==> config.mk <==
export PLATFORM = sky130hd
export DESIGN_NAME = pll_divider_factor_calc_core
export DESIGN_NICKNAME = d
export VERILOG_FILES = /design/src/hw/rtl/pdfc_pkg.sv /design/src/hw/rtl/pdfc_divider.sv /design/src/hw/rtl/pdfc_front.sv /design/src/hw/rtl/pdfc_back.sv /design/src/hw/rtl/pll_divider_factor_calc_core.sv
export SDC_FILE = /design/constraint.sdc
export NUM_CORES = 2
export LEC_CHECK = 0
export BUFFER_PORTS_ARGS = -buffer_cell sky130_fd_sc_hd__buf_2
export CAP_MARGIN = 20
export CORE_MARGIN = 3
export CORE_UTILIZATION = 35
export CTS_BUF_LIST = sky130_fd_sc_hd__clkbuf_16
export CTS_CLUSTER_SIZE = 30
export DETAILED_ROUTE_END_ITERATION = 10
export PLACE_DENSITY = 0.57
export SKIP_CTS_REPAIR_TIMING = 1
export SYNTH_ARGS = -nofsm -noshare
export SYNTH_HDL_FRONTEND = slang
export SYNTH_SLANG_ARGS = --single-unit
==> constraint.sdc <==
create_clock -name clk_i -period 16.7 [get_ports clk_i]
set_input_delay 2.505 -clock clk_i [delete_from_list [all_inputs] [get_ports clk_i]]
set_output_delay 2.505 -clock clk_i [all_outputs]
set_load 0.02 [all_outputs]
==> src/hw/rtl/pdfc_pkg.sv <==
// ----------------------------------------------------------------------------
// pdfc_pkg
// shared types and constants of the pll divider factor calculator
// ----------------------------------------------------------------------------
`default_nettype none

package pdfc_pkg;

  localparam int unsigned FreqW       = 32;
  localparam int unsigned IntW        = 4;
  localparam int unsigned FracW       = 24;
  localparam int unsigned FracBitsDef = 24;
  localparam int unsigned FracBitsMin = 16;
  localparam int unsigned FracBitsMax = 28;
  localparam logic [FreqW-1:0] NMin   = 32'd6;
  localparam logic [FreqW-1:0] NMax   = 32'd12;

  typedef struct packed {
    logic             bad;
    logic [FreqW-1:0] tgt;
    logic [FreqW-1:0] dvs;
    logic             pre;
  } job_t;

endpackage : pdfc_pkg

`default_nettype wire

==> src/hw/rtl/pdfc_divider.sv <==
// ----------------------------------------------------------------------------
// pdfc_divider
// restoring radix-2 divider, one quotient bit per cycle
// ----------------------------------------------------------------------------
`default_nettype none

module pdfc_divider
  import pdfc_pkg::*;
#(
  parameter int unsigned NumW = 64,
  parameter int unsigned DenW = 32
) (
  input  wire logic            clk_i,
  input  wire logic            rst_ni,
  input  wire logic            start_i,
  input  wire logic [NumW-1:0] num_i,
  input  wire logic [DenW-1:0] den_i,
  output logic                 busy_o,
  output logic                 done_o,
  output logic [NumW-1:0]      quo_o,
  output logic [DenW-1:0]      rem_o
);

  localparam int unsigned CntW = $clog2(NumW + 1);

  logic [CntW-1:0] cnt_q;
  logic            busy_q, done_q;
  logic [NumW-1:0] quo_q;
  logic [DenW:0]   rem_q;
  logic [DenW-1:0] den_q;
  logic [DenW:0]   shf;
  logic [DenW:0]   dif;

  assign shf = {rem_q[DenW-1:0], quo_q[NumW-1]};
  assign dif = shf - {1'b0, den_q};

  always_ff @(posedge clk_i or negedge rst_ni) begin
    if (!rst_ni) begin
      busy_q <= 1'b0;
      done_q <= 1'b0;
      cnt_q  <= '0;
    end else begin
      done_q <= 1'b0;
      if (start_i && !busy_q) begin
        busy_q <= 1'b1;
        cnt_q  <= CntW'(NumW);
      end else if (busy_q) begin
        cnt_q <= cnt_q - CntW'(1);
        if (cnt_q == CntW'(1)) begin
          busy_q <= 1'b0;
          done_q <= 1'b1;
        end
      end
    end
  end

  always_ff @(posedge clk_i) begin
    if (start_i && !busy_q) begin
      quo_q <= num_i;
      rem_q <= '0;
      den_q <= den_i;
    end else if (busy_q) begin
      if (!dif[DenW]) begin
        rem_q <= dif;
        quo_q <= {quo_q[NumW-2:0], 1'b1};
      end else begin
        rem_q <= shf;
        quo_q <= {quo_q[NumW-2:0], 1'b0};
      end
    end
  end

  assign busy_o = busy_q;
  assign done_o = done_q;
  assign quo_o  = quo_q;
  assign rem_o  = rem_q[DenW-1:0];

endmodule : pdfc_divider

`default_nettype wire

==> src/hw/rtl/pdfc_front.sv <==
// ----------------------------------------------------------------------------
// pdfc_front
// accepts requests, resolves prescale with a first division, queues jobs
// ----------------------------------------------------------------------------
`default_nettype none

module pdfc_front
  import pdfc_pkg::*;
(
  input  wire logic             clk_i,
  input  wire logic             rst_ni,
  input  wire logic             in_valid_i,
  output logic                  in_stall_o,
  input  wire logic [FreqW-1:0] target_freq_i,
  input  wire logic [FreqW-1:0] ref_freq_i,
  output logic                  job_valid_o,
  input  wire logic             job_stall_i,
  output job_t                  job_o
);

  typedef enum logic [1:0] {StIdle, StDiv, StPush} state_e;

  state_e           state_q;
  logic [FreqW-1:0] tgt_q, ref_q;
  job_t             job_q;
  logic             dv_start, dv_busy, dv_done;
  logic [FreqW-1:0] dv_quo, dv_rem;
  logic             acc;

  // two-entry queue
  job_t             fifo_q [2];
  logic             wptr_q, rptr_q;
  logic [1:0]       cnt_q;
  logic             push, pop;

  assign acc        = in_valid_i && (state_q == StIdle);
  assign in_stall_o = (state_q != StIdle);
  assign dv_start   = acc && (ref_freq_i != '0);

  pdfc_divider #(.NumW(FreqW), .DenW(FreqW)) u_div (
    .clk_i, .rst_ni,
    .start_i(dv_start), .num_i(target_freq_i), .den_i(ref_freq_i),
    .busy_o(dv_busy), .done_o(dv_done), .quo_o(dv_quo), .rem_o(dv_rem)
  );

  assign push = (state_q == StPush) && (cnt_q != 2'd2);
  assign pop  = job_valid_o && !job_stall_i;

  always_ff @(posedge clk_i or negedge rst_ni) begin
    if (!rst_ni) begin
      state_q <= StIdle;
      wptr_q  <= 1'b0;
      rptr_q  <= 1'b0;
      cnt_q   <= '0;
    end else begin
      unique case (state_q)
        StIdle: if (acc) state_q <= (ref_freq_i == '0) ? StPush : StDiv;
        StDiv:  if (dv_done) state_q <= StPush;
        StPush: if (push) state_q <= StIdle;
        default: state_q <= StIdle;
      endcase
      if (push) wptr_q <= ~wptr_q;
      if (pop) rptr_q <= ~rptr_q;
      cnt_q <= cnt_q + {1'b0, push} - {1'b0, pop};
    end
  end

  always_ff @(posedge clk_i) begin
    if (acc) begin
      tgt_q     <= target_freq_i;
      ref_q     <= ref_freq_i;
      job_q.bad <= (ref_freq_i == '0);
      job_q.tgt <= target_freq_i;
      job_q.dvs <= ref_freq_i;
      job_q.pre <= 1'b0;
    end else if (dv_done && dv_quo < NMin) begin
      job_q.pre <= 1'b1;
      job_q.dvs <= {1'b0, ref_q[FreqW-1:1]};
      job_q.bad <= (ref_q[FreqW-1:1] == '0);
    end
    if (push) fifo_q[wptr_q] <= job_q;
  end

  assign job_valid_o = (cnt_q != '0);
  assign job_o       = fifo_q[rptr_q];

  logic unused;
  assign unused = ^{dv_busy, dv_rem, tgt_q};

endmodule : pdfc_front

`default_nettype wire

==> src/hw/rtl/pdfc_back.sv <==
// ----------------------------------------------------------------------------
// pdfc_back
// final quotient, scaled fraction division and decimal rounding
// ----------------------------------------------------------------------------
`default_nettype none

module pdfc_back
  import pdfc_pkg::*;
#(
  parameter int unsigned FracBits = FracBitsDef
) (
  input  wire logic            clk_i,
  input  wire logic            rst_ni,
  input  wire logic            job_valid_i,
  output logic                 job_stall_o,
  input  job_t                 job_i,
  output logic                 out_valid_o,
  input  wire logic            out_stall_i,
  output logic                 prescale_o,
  output logic [IntW-1:0]      int_div_o,
  output logic [FracW-1:0]     frac_div_o,
  output logic                 range_warn_o,
  output logic                 div_error_o
);

  localparam int unsigned NumW = FreqW + FracBits + 4;

  typedef enum logic [2:0] {StIdle, StQ, StK, StRnd, StOut} state_e;

  state_e             state_q;
  job_t               job_q;
  logic [FreqW-1:0]   q_q;
  logic               warn_q;
  logic [FreqW-1:0]   k_q;
  logic [FreqW-1:0]   k_rnd;
  logic [2*FreqW-1:0] k_prod;
  logic [FreqW-1:0]   k_div;

  logic             s1, b1, d1, s2, b2, d2;
  logic [FreqW-1:0] q1, r1, r2;
  logic [NumW-1:0]  q2, num2;

  logic             pre_q, warn_o_q, err_q;
  logic [IntW-1:0]  n_q;
  logic [FracW-1:0] k_out_q;

  assign job_stall_o = (state_q != StIdle);
  assign s1 = job_valid_i && (state_q == StIdle) && !job_i.bad;
  assign s2 = (state_q == StQ) && d1;
  assign num2 = NumW'(r1) * NumW'(10) << FracBits;

  pdfc_divider #(.NumW(FreqW), .DenW(FreqW)) u_div_q (
    .clk_i, .rst_ni, .start_i(s1), .num_i(job_i.tgt), .den_i(job_i.dvs),
    .busy_o(b1), .done_o(d1), .quo_o(q1), .rem_o(r1)
  );

  pdfc_divider #(.NumW(NumW), .DenW(FreqW)) u_div_k (
    .clk_i, .rst_ni, .start_i(s2), .num_i(num2), .den_i(job_q.dvs),
    .busy_o(b2), .done_o(d2), .quo_o(q2), .rem_o(r2)
  );

  // round half up on the last digit, then divide by 10 via reciprocal
  assign k_rnd  = k_q + FreqW'(5);
  assign k_prod = (2*FreqW)'(k_rnd) * (2*FreqW)'(32'hCCCC_CCCD);
  assign k_div  = FreqW'(k_prod >> 35);

  always_ff @(posedge clk_i or negedge rst_ni) begin
    if (!rst_ni) begin
      state_q <= StIdle;
    end else begin
      unique case (state_q)
        StIdle: if (job_valid_i) state_q <= job_i.bad ? StOut : StQ;
        StQ:    if (d1) state_q <= StK;
        StK:    if (d2) state_q <= StRnd;
        StRnd:  state_q <= StOut;
        StOut:  if (!out_stall_i) state_q <= StIdle;
        default: state_q <= StIdle;
      endcase
    end
  end

  always_ff @(posedge clk_i) begin
    if (job_valid_i && state_q == StIdle) begin
      job_q   <= job_i;
      pre_q   <= 1'b0;
      n_q     <= '0;
      k_out_q <= '0;
      warn_o_q <= 1'b0;
      err_q   <= job_i.bad;
    end
    if (d1) begin
      q_q    <= q1;
      warn_q <= (q1 < NMin) || (q1 > NMax);
    end
    if (d2) k_q <= q2[FreqW-1:0];
    if (state_q == StRnd) begin
      pre_q    <= job_q.pre;
      n_q      <= q_q[IntW-1:0];
      warn_o_q <= warn_q;
      k_out_q  <= FracW'(k_div & ((FreqW'(1) << FracBits) - FreqW'(1)));
    end
  end

  assign out_valid_o  = (state_q == StOut);
  assign prescale_o   = pre_q;
  assign int_div_o    = n_q;
  assign frac_div_o   = k_out_q;
  assign range_warn_o = warn_o_q;
  assign div_error_o  = err_q;

  logic unused;
  assign unused = ^{b1, b2, r2, q2[NumW-1:FreqW], k_prod[34:0]};

endmodule : pdfc_back

`default_nettype wire

==> src/hw/rtl/pll_divider_factor_calc_core.sv <==
// path: each request passes the front (32-bit division, queue push) and then
// the back (32-bit and 60-bit divisions) before its result is valid
// throughput: set by the back, which takes a new job only when idle; zero-divisor
// requests skip the divisions; the two-entry job queue lets the front run ahead
// reset: rst_ni asynchronous active low, clears all control state and the queue
// ----------------------------------------------------------------------------
// pll_divider_factor_calc_core
// fractional-n pll divider factor calculator
// ----------------------------------------------------------------------------
`default_nettype none

module pll_divider_factor_calc_core
  import pdfc_pkg::*;
#(
  parameter int unsigned FracBits = FracBitsDef
) (
  input  wire logic             clk_i,
  input  wire logic             rst_ni,
  input  wire logic             in_valid_i,
  output logic                  in_stall_o,
  input  wire logic [FreqW-1:0] target_freq_i,
  input  wire logic [FreqW-1:0] ref_freq_i,
  output logic                  out_valid_o,
  input  wire logic             out_stall_i,
  output logic                  prescale_o,
  output logic [IntW-1:0]       int_div_o,
  output logic [FracW-1:0]      frac_div_o,
  output logic                  range_warn_o,
  output logic                  div_error_o
);

  logic job_valid, job_stall;
  job_t job;

  pdfc_front u_front (
    .clk_i, .rst_ni, .in_valid_i, .in_stall_o, .target_freq_i, .ref_freq_i,
    .job_valid_o(job_valid), .job_stall_i(job_stall), .job_o(job)
  );

  pdfc_back #(.FracBits(FracBits)) u_back (
    .clk_i, .rst_ni, .job_valid_i(job_valid), .job_stall_o(job_stall), .job_i(job),
    .out_valid_o, .out_stall_i, .prescale_o, .int_div_o, .frac_div_o,
    .range_warn_o, .div_error_o
  );

`ifndef ASSERT_OFF
  a_err_zero: assert property (@(posedge clk_i) disable iff (!rst_ni)
    out_valid_o && div_error_o |-> !prescale_o && int_div_o == '0 && frac_div_o == '0)
    else $error("error result not zeroed");
  a_out_hold: assert property (@(posedge clk_i) disable iff (!rst_ni)
    out_valid_o && out_stall_i |=> out_valid_o && $stable(int_div_o))
    else $error("stalled result changed");
`endif

endmodule : pll_divider_factor_calc_core

`default_nettype wire
# Word level (Yosys, flattened, before mapping)
# Memory sizes are Yosys's and may differ from the RTL's.
# Index checks and enable logic that the tools add are counted.
dict set report totals {
  regBits 548
  ramBits 132
  input_bits 68
  output_inout_bits 33
  word_cells 165
  mem_count 1
}
dict set report op_classes {
  n_addsub 9
  n_mul 2
  n_lt_le_gt_ge 3
  n_eq_ne 17
  n_mux 60
  bitwise_logic 2
  n_reduce_logical 32
}
# name depth word_bits rd rd_ports_with_merged_regs write_ports line_no
set mem_list {}
lappend mem_list {u_front.fifo_q 2 66 1 0 1 pdfc_front.sv:31} ;# job_t fifo_q [2];
# operator count
set op_table {}
lappend op_table {{32-bit two-way mux} 7}
lappend op_table {{60-bit two-way mux} 2}
lappend op_table {{33-bit by 32-bit subtractor with 33-bit output} 3}
lappend op_table {{33-bit two-way mux} 2}
lappend op_table {{32-bit by 3-bit less-than comparator with 1-bit output, second input constant} 2}
lappend op_table {{32-bit by 32-bit multiplier with 59-bit output, second input constant} 1}
lappend op_table {{24-bit two-way mux} 2}
lappend op_table {{6-bit two-way mux} 6}
lappend op_table {{32-bit by 3-bit multiplier with 35-bit output, second input constant} 1}
lappend op_table {{32-bit by 3-bit adder with 32-bit output, second input constant} 1}
lappend op_table {{32-bit by 4-bit greater-than comparator with 1-bit output, second input constant} 1}
lappend op_table {{32-bit zero test} 1}
lappend op_table {{32-bit nonzero test} 1}
lappend op_table {{31-bit zero test} 1}
lappend op_table {{1-bit two-way mux} 28}
lappend op_table {{6-bit by 1-bit == test with 1-bit output, second input constant} 3}
lappend op_table {{6-bit by 1-bit subtractor with 6-bit output, second input constant} 3}
lappend op_table {{3-bit two-way mux} 5}
lappend op_table {{3-bit case mux with 5 select lines} 1}
lappend op_table {{2-bit nonzero test} 7}
lappend op_table {{1-bit logical AND} 11}
lappend op_table {{2-bit != test, second input constant} 5}
lappend op_table {{2-bit two-way mux} 4}
lappend op_table {{4-bit two-way mux} 2}
lappend op_table {{17 further kinds} 25}

# Depth between registers and ports, before layout
dict set report logic_depth {
  ltp_word 5
  ltp_mapped 34
  depth_no_buf 34
}

# Modules after synthesis
# Synthesis repeated with hierarchy kept, for this count alone.
dict set report unflattened {
  hier_cells 4209
  area_unflattened_um2 49119.6
}
# module n_inst cells_per_inst area_per_inst_um2 seq_area_each_um2
set by_module_without_submodules {}
lappend by_module_without_submodules {pdfc_back 1 2031 21609.5 3108.0}
lappend by_module_without_submodules {{pdfc_divider at u_back.u_div_q ...} 2 549 5865.6 2762.6}
lappend by_module_without_submodules {pdfc_front 1 473 8784.7 7016.7}
lappend by_module_without_submodules {{pdfc_divider at u_back.u_div_k} 1 607 6994.2 3603.5}

# Worst setup path after synthesis
# OpenSTA, ideal clock, no wires.
dict set report synth_path {
  path_type {register to register}
  startpoint {register u_back.k_q[0]}
  endpoint {register u_back.k_out_q[17] (netlist: u_back.frac_div_o[17]) (data pin)}
  setup_ns 0.269
  arrival_ns 8.626
  required_time_ns 16.431
  slack_ns 7.805
  path_stages_with_launch 35
  n_path_buf 0
  period_less_slack_ns 8.895
  path_cell_list {edfxtp_1 > ha_1 > o2111ai_1 > nor2_1 > and2_0 > nand2_1 > nor2_1 > nand2_1 > nor2_1 > nand2_1 > xnor2_1 > ha_1 > ha_1 > fa_1 > inv_1 > fa_1 > inv_1 > fa_1 > fa_1 > fa_1 > inv_1 > fa_1 > inv_1 > ha_1 > a21o_1 > a21o_1 > a21oi_1 > nand4_1 > o2111a_1 > a311o_1 > a21oi_4 > o21ai_2 > a2111oi_4 > or3_1 > a21oi_2}
}
dict set report synth_via {
  elab_chain_len 3
}
# item line_no
set synth_rtl {}
lappend synth_rtl {{from (decl)} pdfc_back.sv:34} ;# logic [FreqW-1:0] k_q;
lappend synth_rtl {{from (signal assigned)} pdfc_back.sv:95} ;# if (d2) k_q <= q2[FreqW-1:0];
lappend synth_rtl {{32-bit by 3-bit adder with 32-bit output} pdfc_back.sv:63} ;# assign k_rnd = k_q + FreqW'(5);
lappend synth_rtl {{32-bit by 32-bit multiplier with 59-bit output} pdfc_back.sv:64} ;# assign k_prod = (2*FreqW)'(k_rnd) * (2*FreqW)'(32'hCCCC_CCCD);
lappend synth_rtl {{24-bit two-way mux} pdfc_back.sv:96} ;# if (state_q == StRnd) begin
lappend synth_rtl {{to (signal assigned)} pdfc_back.sv:100} ;# k_out_q <= FracW'(k_div & ((FreqW'(1) << FracBits) - FreqW'(1)));
lappend synth_rtl {{to (decl)} pdfc_back.sv:45} ;# logic [FracW-1:0] k_out_q;
# No other way between the ends.
# A chain may end at the register's enable or synchronous reset.

# Worst setup path after layout
dict set report layout_path {
  startpoint {register u_back.k_q[0]}
  endpoint {register u_back.k_out_q[16] (netlist: u_back.frac_div_o[16]) (data pin)}
}
# The elaborated chain is that of the path after synthesis.

==> out/results.txt <==
H-tree depth - 3
Mapped Area - 47700 µm²
fmax - 97.0 MHz
Final GP Congestion - 0.955
Final Max Tran Viols - 0
ys flop type - edfxtp_1
DRC Markers - 0
Final setup viols - 0
number of port buffers - 100
r2r startpoint - u_back.k_q[0]
die area - 141000 µm²
reg2reg setup slack - 6.39 ns
Clk Latency, worst-skew pair - 0.68 ns
total core area - 134000 µm²
nets - 5356
Hold Path Class - flop to flop
dpl hpwl - 90500 µm
die height - 375 µm
skew final - 0.0503 ns
layout cell share with drive strength beyond 1 - 0.0713
Clock Path Buffers - 3
die width - 375 µm
Synth top area share - 0.330
peak supply drop - 119 µV
non-filler instance count after layout - 6241
outcome - complete, no violations
Post-Synthesis Cells - 4290
Root Driver - clkbuf_16
global route overflow - 0
WL/cell - 18.4 µm
area grow syn2layout - 11.0%
Worst Path Required - 17.22 ns
via count - 30256
LEAKAGE - 23.7 nW
initial antenna violation count - 3
critical path type - flop to flop
Total Wirelength - 115000 µm
# fillers - 13116
Slowest cell on crit path - or4b_2
power density over cell area - 140 nW/µm²
Seq/Total Area, Yosys - 0.398
area leader, netlist - edfxtp_1
Avg Synthesized Cell Area - 11.1 µm²
synthesized net count - 5238
clk slew on worst S/H paths - 0.06 ns
FF-to-FF End - u_back.frac_div_o[16]
largest cells by area after synthesis - edfxtp_1, fa_1, ha_1, inv_1, dfxtp_1
Rows - 134
Max transition margin - 0.0910
Crit path top cell by count - fa_1
hold path start - u_back.job_q[18]
register area - 19000 µm²
first-pass GRT wire length - 179000 µm
GRT Total Usage - 0.164
hold worst-path end - u_back.u_div_k.den_q[17]
drt pass-1 iters - 6
largest net degree at the start of global routing - 98
initial core utilization - 0.355
post-synthesis register bit count - 679
DR iter-0 viols - 1885
final worst-path cycle share - 0.617
Setup crit start kind - flop
Post-DRT Antenna Nets - 0
Multi-input gate area - 25600 µm²
CTS Buf Count - 76
hold path depth - 0
Max FO, Critical Path - 6
CTS tree - done
Sinks on Clock Net - 679
setup_tns - 0 ns
Ys Warns - 0
vias in the first global route - 30489
Final Hold Vio Count - 0
Max stage delay on crit path - 0.65 ns
list of most frequent post-synthesis cells - inv_1, edfxtp_1, ha_1
Vias per Instance - 4.85
reg2reg path depth - 33
ys async rst share - 0.0486
Worst Max-Slew Pin Slew - 1.36 ns
Tmin final - 10.31 ns
RSZ-0062 raised after global routing - false
# IOs - 101
Max Cap Viol - 0
Synth cell types - 86
CP arrival - 10.83 ns
dpl cells - 6096
Post-synth EDFFs - 524
Worst Setup End Kind - flop
most numerous cell in the Yosys netlist - inv_1
[worst max path at each step]
| stage | start | endpoint | cells after the start |
|---|---|---|---|
| 2_1_floorplan | u_back.k_q[0] | u_back.frac_div_o[17] | 34 |
| 3_3_place_gp | u_back.k_q[0] | u_back.frac_div_o[17] | 34 |
| 3_5_place_dp | u_back.k_q[0] | u_back.frac_div_o[16] | 33 |
| 4_1_cts | u_back.k_q[0] | u_back.frac_div_o[16] | 33 |
| 5_1_grt | u_back.k_q[0] | u_back.frac_div_o[16] | 34 |
| 6_report | u_back.k_q[0] | u_back.frac_div_o[16] | 33 |
[state kept, by name, indices dropped and copies added, names as in the netlist, 33 cells and up]
name,count
u_back.job_q,33
u_back.u_div_k.quo_o,60
u_front.fifo_q,132
u_front.job_q,66
[logic make-up (layout without fill, tap and decap cells)]
| family | Yosys count | after routing | share of synthesized area |
|---|---|---|---|
| and+or+nand+nor | 848 | 848 | 0.0797 |
| other | 0 | 1 | 0 |
| xor gates and xnor gates | 183 | 183 | 0.0340 |
| adders and majority gates | 880 | 880 | 0.295 |
| buffers and inverters | 850 | 1032 | 0.0675 |
| muxes | 154 | 154 | 0.0332 |
| DFF | 679 | 679 | 0.398 |
| AOI/OAI and AO/OA | 696 | 696 | 0.0926 |
[metrics by stage]
step	util	total power [mW]	worst slack, ns	instance area [µm²]	hold slack, ns
after floorplan	-	5.04	7.81	47700	0.400
final	0.394	7.40	6.39	53000	0.417
after global routing	0.394	7.98	5.69	53000	0.427
after CTS	0.394	7.49	6.38	52900	0.418
after detailed placement	0.375	5.76	6.37	50400	0.405
after global placement	0.374	5.72	6.51	50400	0.402
[area by class of cell]
cell class	instances	share of cell area
multi-input cells	2761	0.482
flip-flops and latches	679	0.359
inverters	758	0.0537
well taps	1768	0.0417
clock buffers	80	0.0378
repair buffers	132	0.0150
clock inverters	62	0.0106
diodes	1	0.0000472
[cell usage in the layout (no fill, tap or decap), types with 11 or more instances in the layout]
cell	count
o21bai_1	14
or3_1	11
nor4_1	34
o21a_1	29
nand2_1	422
mux2i_1	120
o21ai_0	212
ha_1	470
edfxtp_1	524
dfxtp_1	122
a211oi_1	19
nand2b_1	26
o211ai_1	12
o31ai_1	11
nand4_1	28
a22o_1	26
inv_1	773
buf_4	29
xnor2_1	128
clkbuf_16	80
nor2b_1	20
a21oi_1	179
nor2_1	156
a21o_1	73
xor2_1	53
fa_1	410
dfrtp_1	31
nor3_1	26
mux2_2	34
buf_2	100
o21ai_1	11
and3_1	23
nand3_1	53
[power breakdown]
part           switching, mW  internal (mW)  leakage [nW]
logic                   1.70           1.28          16.0
clock network          0.729          0.961          1.29
registers              0.319           2.41          6.38
total                   2.75           4.65          23.7
[routing by layer]
layer / part of all wire / vias to the layer above / track usage
met5: 0.00018 / - / 0
met4: 0.025 / 4 / 0.0423
met3: 0.065 / 146 / 0.0437
met2: 0.46 / 615 / 0.264
met1: 0.45 / 14672 / 0.219
li1: - / 14819 / -
[worst max-delay path, delay by kind of cell, from the launching register on]
kind	cells	cell delay (ns)
adders and majority gates	10	4.57
xor gates and xnor gates	1	0.63
buffers and inverters	4	0.19
AOI/OAI and AO/OA	7	2.03
DFF	1	0.43
and+or+nand+nor	11	2.33
(Power assumes the default switching activity.)
